**config.mk**
```make
export PLATFORM = sky130hd
export DESIGN_NAME = texture_slot_batch_assigner
export DESIGN_NICKNAME = d
export VERILOG_FILES = /design/src/hw/rtl/tsba_pkg.sv /design/src/hw/rtl/tsba_slot_table.sv /design/src/hw/rtl/tsba_out_stage.sv /design/src/hw/rtl/texture_slot_batch_assigner.sv
export SDC_FILE = /design/constraint.sdc
export NUM_CORES = 1
export LEC_CHECK = 0
export BUFFER_PORTS_ARGS = -buffer_cell sky130_fd_sc_hd__buf_2
export CORE_AREA = 2 2 213 215
export DETAILED_ROUTE_END_ITERATION = 7
export DIE_AREA = 0 0 215 217
export PLACE_DENSITY_LB_ADDON = 0.3
export SYNTH_ARGS = -nofsm -noshare
export SYNTH_HDL_FRONTEND = slang
export SYNTH_SLANG_ARGS = --single-unit
```
**constraint.sdc**
```tcl
create_clock -name aclk -period 15.9 [get_ports aclk]
set_input_delay 3.18 -clock aclk [delete_from_list [all_inputs] [get_ports aclk]]
set_output_delay 3.18 -clock aclk [all_outputs]
set_load 0.005 [all_outputs]
```
**src/hw/rtl/tsba_pkg.sv**
```systemverilog
// shared types and codes for the texture slot batch assigner
package tsba_pkg;

    localparam logic [1:0] ACT_QUAD  = 2'd0;
    localparam logic [1:0] ACT_BEGIN = 2'd1;
    localparam logic [1:0] ACT_END   = 2'd2;

    localparam int IDX_PER_QUAD = 6;

    typedef struct packed {
        logic [3:0]  slot_index;
        logic        flushed;
        logic [12:0] flush_index_count;
        logic [4:0]  flush_slot_count;
        logic [31:0] draw_call_count;
    } tsba_result_t;

endpackage

```
**src/hw/rtl/tsba_slot_table.sv**
```systemverilog
// slot handle table with parallel compare and lowest-match select
module tsba_slot_table #(
    parameter int SLOT_COUNT = 16,
    parameter int HANDLE_W   = 32,
    parameter int SLOT_W     = 4,
    parameter int USED_W     = 5
) (
    input  logic                aclk,
    input  logic                wr_en,
    input  logic [SLOT_W-1:0]   wr_addr,
    input  logic [HANDLE_W-1:0] wr_data,
    input  logic [HANDLE_W-1:0] lookup,
    input  logic [USED_W-1:0]   slots_used,
    output logic                hit,
    output logic [SLOT_W-1:0]   hit_slot
);

    logic [HANDLE_W-1:0] entry_reg [1:SLOT_COUNT-1];
    logic [SLOT_COUNT-1:1] match;

    always_ff @(posedge aclk) begin
        for (int i = 1; i < SLOT_COUNT; i++) begin
            if (wr_en && (wr_addr == SLOT_W'(i))) begin
                entry_reg[i] <= wr_data;
            end
        end
    end

    // only slots below the fill level hold live handles
    always_comb begin
        for (int i = 1; i < SLOT_COUNT; i++) begin
            match[i] = (USED_W'(i) < slots_used) && (entry_reg[i] == lookup);
        end
    end

    always_comb begin
        hit      = |match;
        hit_slot = '0;
        for (int i = SLOT_COUNT - 1; i >= 1; i--) begin
            if (match[i]) begin
                hit_slot = SLOT_W'(i);
            end
        end
    end

endmodule

```
**src/hw/rtl/tsba_out_stage.sv**
```systemverilog
// result register with valid/ready toward the consumer
module tsba_out_stage (
    input  logic                  aclk,
    input  logic                  aresetn,
    input  logic                  push,
    input  tsba_pkg::tsba_result_t res_in,
    output logic                  can_push,
    output logic                  m_valid,
    input  logic                  m_ready,
    output tsba_pkg::tsba_result_t res_out
);

    import tsba_pkg::*;

    logic         valid_reg;
    tsba_result_t res_reg;

    assign can_push = !valid_reg || m_ready;
    assign m_valid  = valid_reg;
    assign res_out  = res_reg;

    always_ff @(posedge aclk) begin
        if (!aresetn) begin
            valid_reg <= 1'b0;
        end else if (can_push) begin
            valid_reg <= push;
        end
    end

    always_ff @(posedge aclk) begin
        if (push && can_push) begin
            res_reg <= res_in;
        end
    end

endmodule

```
**src/hw/rtl/texture_slot_batch_assigner.sv**
```systemverilog
// top level: input register, batch state and result register
//
//  channel | direction | handshake          | payload
//  s_      | in        | s_valid / s_ready  | s_action, s_texture_handle
//  m_      | out       | m_valid / m_ready  | slot index, flush report, draw call count
//  cfg_    | in        | cfg_valid/cfg_ready| cfg_white_handle
//
// one item per cycle while the result is not stalled; an item is accepted into the
// input register, then moves into the result register. the batch state updates in the
// same cycle the item moves into the result register, so the next item follows directly.
// reset empties both registers and opens an empty batch; the slot table is
// not cleared. a stalled result holds the input register, which then drops s_ready.
module texture_slot_batch_assigner #(
    parameter int MAX_QUADS_PER_BATCH = 1024,
    parameter int SLOT_COUNT          = 16,
    parameter int HANDLE_BITS         = 32
) (
    input  logic        aclk,
    input  logic        aresetn,
    input  logic        cfg_valid,
    output logic        cfg_ready,
    input  logic [31:0] cfg_white_handle,
    input  logic        s_valid,
    output logic        s_ready,
    input  logic [1:0]  s_action,
    input  logic [31:0] s_texture_handle,
    output logic        m_valid,
    input  logic        m_ready,
    output logic [3:0]  m_slot_index,
    output logic        m_flushed,
    output logic [12:0] m_flush_index_count,
    output logic [4:0]  m_flush_slot_count,
    output logic [31:0] m_draw_call_count
);

    import tsba_pkg::*;

    localparam int HandleW = (HANDLE_BITS < 32) ? HANDLE_BITS : 32;
    localparam int SlotW   = (SLOT_COUNT > 1) ? $clog2(SLOT_COUNT) : 1;
    localparam int UsedW   = $clog2(SLOT_COUNT + 1);
    localparam int QuadW   = $clog2(MAX_QUADS_PER_BATCH + 1);

    logic [31:0]        white_reg;
    logic               in_valid_reg;
    logic [1:0]         in_action_reg;
    logic [HandleW-1:0] in_handle_reg;
    logic [QuadW-1:0]   quads_reg, quads_next;
    logic [UsedW-1:0]   slots_used_reg, slots_used_next;
    logic [31:0]        batches_reg, batches_next;

    logic               can_push, fire;
    logic               is_quad, is_begin, is_end, non_empty;
    logic               overflow, white_hit, tbl_hit, reuse, need_new, full;
    logic [SlotW-1:0]   tbl_slot, slot;
    logic [UsedW-1:0]   cur_slots, alloc_slot;
    logic               flushed;
    logic [31:0]        slot_wide, idx_wide, used_wide;
    tsba_result_t       res_next, res_out;

    assign cfg_ready = 1'b1;
    assign s_ready   = !in_valid_reg || can_push;
    assign fire      = in_valid_reg && can_push;

    always_ff @(posedge aclk) begin
        if (!aresetn) begin
            white_reg <= '0;
        end else if (cfg_valid) begin
            white_reg <= cfg_white_handle;
        end
    end

    always_ff @(posedge aclk) begin
        if (!aresetn) begin
            in_valid_reg <= 1'b0;
        end else if (s_ready) begin
            in_valid_reg <= s_valid;
        end
    end

    always_ff @(posedge aclk) begin
        if (s_ready && s_valid) begin
            in_action_reg <= s_action;
            in_handle_reg <= s_texture_handle[HandleW-1:0];
        end
    end

    tsba_slot_table #(
        .SLOT_COUNT (SLOT_COUNT),
        .HANDLE_W   (HandleW),
        .SLOT_W     (SlotW),
        .USED_W     (UsedW)
    ) u_table (
        .aclk       (aclk),
        .wr_en      (fire && need_new),
        .wr_addr    (alloc_slot[SlotW-1:0]),
        .wr_data    (in_handle_reg),
        .lookup     (in_handle_reg),
        .slots_used (slots_used_reg),
        .hit        (tbl_hit),
        .hit_slot   (tbl_slot)
    );

    always_comb begin
        is_quad   = (in_action_reg == ACT_QUAD);
        is_begin  = (in_action_reg == ACT_BEGIN);
        is_end    = (in_action_reg == ACT_END);
        non_empty = (quads_reg != '0);

        // a full batch is closed before the quad is placed
        overflow  = is_quad && (quads_reg == QuadW'(MAX_QUADS_PER_BATCH));
        cur_slots = overflow ? UsedW'(1) : slots_used_reg;
        white_hit = (in_handle_reg == white_reg[HandleW-1:0]);
        reuse     = tbl_hit && !overflow;
        need_new  = is_quad && !white_hit && !reuse;
        full      = need_new && !overflow && (slots_used_reg >= UsedW'(SLOT_COUNT));
        alloc_slot = full ? UsedW'(1) : cur_slots;

        if (white_hit) begin
            slot = '0;
        end else if (reuse) begin
            slot = tbl_slot;
        end else begin
            slot = alloc_slot[SlotW-1:0];
        end

        flushed = non_empty && (overflow || full || is_end);

        quads_next      = quads_reg;
        slots_used_next = slots_used_reg;
        if (is_quad) begin
            quads_next      = ((overflow || full) ? '0 : quads_reg) + QuadW'(1);
            slots_used_next = need_new ? alloc_slot + UsedW'(1) : cur_slots;
        end else if (is_begin) begin
            quads_next      = '0;
            slots_used_next = UsedW'(1);
        end
        batches_next = batches_reg + (flushed ? 32'd1 : 32'd0);

        slot_wide = 32'(slot);
        idx_wide  = 32'(quads_reg) * 32'(IDX_PER_QUAD);
        used_wide = 32'(slots_used_reg);

        res_next.slot_index        = is_quad ? slot_wide[3:0] : 4'd0;
        res_next.flushed           = flushed;
        res_next.flush_index_count = flushed ? idx_wide[12:0] : 13'd0;
        res_next.flush_slot_count  = flushed ? used_wide[4:0] : 5'd0;
        res_next.draw_call_count   = batches_next;
    end

    always_ff @(posedge aclk) begin
        if (!aresetn) begin
            quads_reg      <= '0;
            slots_used_reg <= UsedW'(1);
            batches_reg    <= '0;
        end else if (fire) begin
            quads_reg      <= quads_next;
            slots_used_reg <= slots_used_next;
            batches_reg    <= batches_next;
        end
    end

    tsba_out_stage u_out (
        .aclk     (aclk),
        .aresetn  (aresetn),
        .push     (in_valid_reg),
        .res_in   (res_next),
        .can_push (can_push),
        .m_valid  (m_valid),
        .m_ready  (m_ready),
        .res_out  (res_out)
    );

    assign m_slot_index        = res_out.slot_index;
    assign m_flushed           = res_out.flushed;
    assign m_flush_index_count = res_out.flush_index_count;
    assign m_flush_slot_count  = res_out.flush_slot_count;
    assign m_draw_call_count   = res_out.draw_call_count;

endmodule
```
==> metrics.yaml <==
floorplanning:
  die_h_um: 217
  initial_core_util_pct: 65.94
  die-width_um: 215
  ios: 129
  coreArea_sq_mm: 0.04470
  fp-row-count: 78
  fp.dieArea_sq_mm: 0.04666
run:
  cap_violations: 0
detailed_routing:
  via_per_inst: 6.222
  drt-total-wl_um: 70380
  wl_per_cell_um: 23.78
  via_count: 18417
  drtIter0Drc: 2060
  first_pass_iters: 6
  drc: 0
  ant_nets: 0
synth:
  async_flop_share_pct: 0
  syn_nets: 2251
  synth-seq-cells: 650
  synthTopCellsByCount: "edfxtp_1 (568), xor2_1 (294), xnor2_1 (287), nand4_1 (126), nor4_1 (107)"
  synthDistinctLibCells: 63
  synthFlopType: "edfxtp_1"
  synth_top_area_share_pct: 57.87
  synth_warnings: 0
  synth_top_cell_by_area: "edfxtp_1"
  synth_enable_flop_cells: 568
  syn_area_per_cell_sq_um: 13.66
  syn-instance-count: 2157
  synth.area.top_cells: "edfxtp_1 (58%), xor2_1 (8.7%), xnor2_1 (8.5%)"
  yosysMostFrequentCell: "edfxtp_1"
  netlist_area_sq_mm: 0.02947
  synth_seq_area_share_pct: 63.44
worst_hold_path:
  min_path_type: "flop to flop"
critical_path:
  worstSetupPathType: "input pin to output pin"
  r2r-start: "slots_used_reg[4]"
  crit_path_start_kind: "input pin"
  ff2ff_path_depth: 19
  crit_fanout: 4
  crit_path_start: "m_ready"
  cp-endpoint: "s_ready"
  r2r_slack_ns: 9.14
  r2r_end: "batches_reg[31]"
  cp.required_ns: 12.72
  endpoint_kind: "output pin"
  cp.arrival_ns: 3.73
timing:
  rsz0062_at_grt: "no"
  timing.hold.ws_ns: 0.5121
  period_share_pct: 43.43
  skew_ns: 0.02591
  min_period_ns: 6.905
  drv_slew: 0
  relSlewSlack_pct: 24.05
  setup_tns_ns: 0
  finalHoldViolCount: 0
  max_freq_mhz: 144.8
  worstMarginPinSlew_ns: 1.131
  finalSetupViolCount: 0
cells_and_area:
  drive_above_1_share_pct: 12.67
  design_area_sq_mm: 0.03299
  area_growth_pct: 11.93
  final_nets: 2400
  largest_reg_flops: 480
  diodes: 0
clock_tree:
  clock_tree.buffer_depth: 3
  clkLatencyLatePin_ns: 0.61
  cts_max_level: 3
  root_buffer: "clkbuf_16"
  post_cts_resized: 0
  cts_setup_buffers: 0
  cts_buffers: 67
  cts_tree: "done"
  holdBufCountCts: 0
  path_clk_slew_ns: 0.06
  cts.sinks: 650
pwr:
  ir_worst_vdd_v: 0.0001017
  power_density_mw_per_mm2: 111.8
  p_total_mw: 3.687
  seqPwrFrac_pct: 51.0
  comb_power_share_pct: 6.1
  p_clk_share_pct: 42.9
  p_leak_nw: 11.19
  internal_power_mw: 2.877
  swShare_pct: 21.97
  switchingPower_uw: 810.1
global_routing:
  antenna_found_initial: 0
  grt_pass1_wl_um: 106700
  first_global_vias: 18351
  grt_max_degree: 78
  gr-total-overflow: 0
  grt_usage_pct: 30.50
status:
  outcome: "finished clean"
placed_design:
  globalplace.congestion: 0.9240
  dpl_cell_area_sq_mm: 0.03077
  dp_hpwl_um: 40540
  portBuffers: 126
[area by class of cell]
class | count | area [sq um]
sequential | 650 | 18700
multi-input combinational | 1381 | 10200
inverter | 30 | 112.6
clock inverter | 42 | 437.9
clock buffer | 81 | 1782
fill | 2847 | 11710
tap | 600 | 750.7
timing repair buffer | 176 | 1006
[placed cells by master, fill, tap and decap left out, types with 19 or more instances in the layout]
master,n
buf_4,50
nand2_1,72
xor2_1,294
dfxtp_1,82
or4_1,19
nand4_1,126
nor2_1,57
inv_1,28
clkbuf_16,69
nand3_1,42
ha_1,22
nor2b_1,40
nor4_1,107
buf_2,126
mux2i_1,32
xnor2_1,287
nor3_1,37
edfxtp_1,568
o21ai_0,24
and2_1,44
[worst min path at each step]
| stage | start | end | slack, ns | depth (start not counted) |
|---|---|---|---|---|
| finish | batches_reg[0] | batches_reg[0] | 0.51 | 2 |
| global route | batches_reg[0] | batches_reg[0] | 0.54 | 2 |
| CTS | batches_reg[0] | batches_reg[0] | 0.52 | 2 |
| detailed placement | batches_reg[0] | batches_reg[0] | 0.51 | 2 |
| global placement | batches_reg[0] | batches_reg[0] | 0.48 | 2 |
| floorplan | batches_reg[0] | batches_reg[0] | 0.47 | 2 |
[kinds of logic after synthesis]
group                    Yosys count  synth area share, %
multiplexers                      32                1.087
buffers and inverters            126                1.991
adder cells (fa/ha/maj)           23                1.002
other                              2              0.02548
AND/OR/NAND/NOR                  646                12.89
AO/OA/AOI/OAI                     97                2.293
XOR/XNOR                         581                17.27
flip-flops                       650                63.44
[layer usage]
layer | global-route usage (%) | up-vias | share of wire, %
met5 | 0 | - | 0
met4 | 14.92 | 0 | 4.8
met3 | 5.688 | 217 | 9.8
met2 | 48.07 | 1030 | 46
met1 | 41.38 | 8941 | 40
li1 | - | 8229 | -
[power groups by stage]
stage	clock network (mW)	logic (mW)	registers (mW)
after global placement	0	0.213	1.92
after detailed placement	0	0.219	1.92
after global routing	1.66	0.239	1.88
final	1.58	0.225	1.88
after floorplan	0	0.132	1.93
after CTS	1.60	0.221	1.88
[critical path, cell delays in order]
cell	delay [ns]
buf_2	0.10
nor2b_1	0.22
nand2_1	0.10
buf_2	0.13
[metrics by stage]
stage / setup WS [ns] / instances / utilization [%]
floorplan: 8.755 / 2157 / -
global placement: 9.026 / 2837 / 68.83
detailed placement: 8.995 / 2837 / 68.83
CTS: 8.989 / 2960 / 73.80
global route: 8.860 / 2960 / 73.80
finish: 8.995 / 2960 / 73.80
No activity file was read; power rests on OpenSTA's default activity.
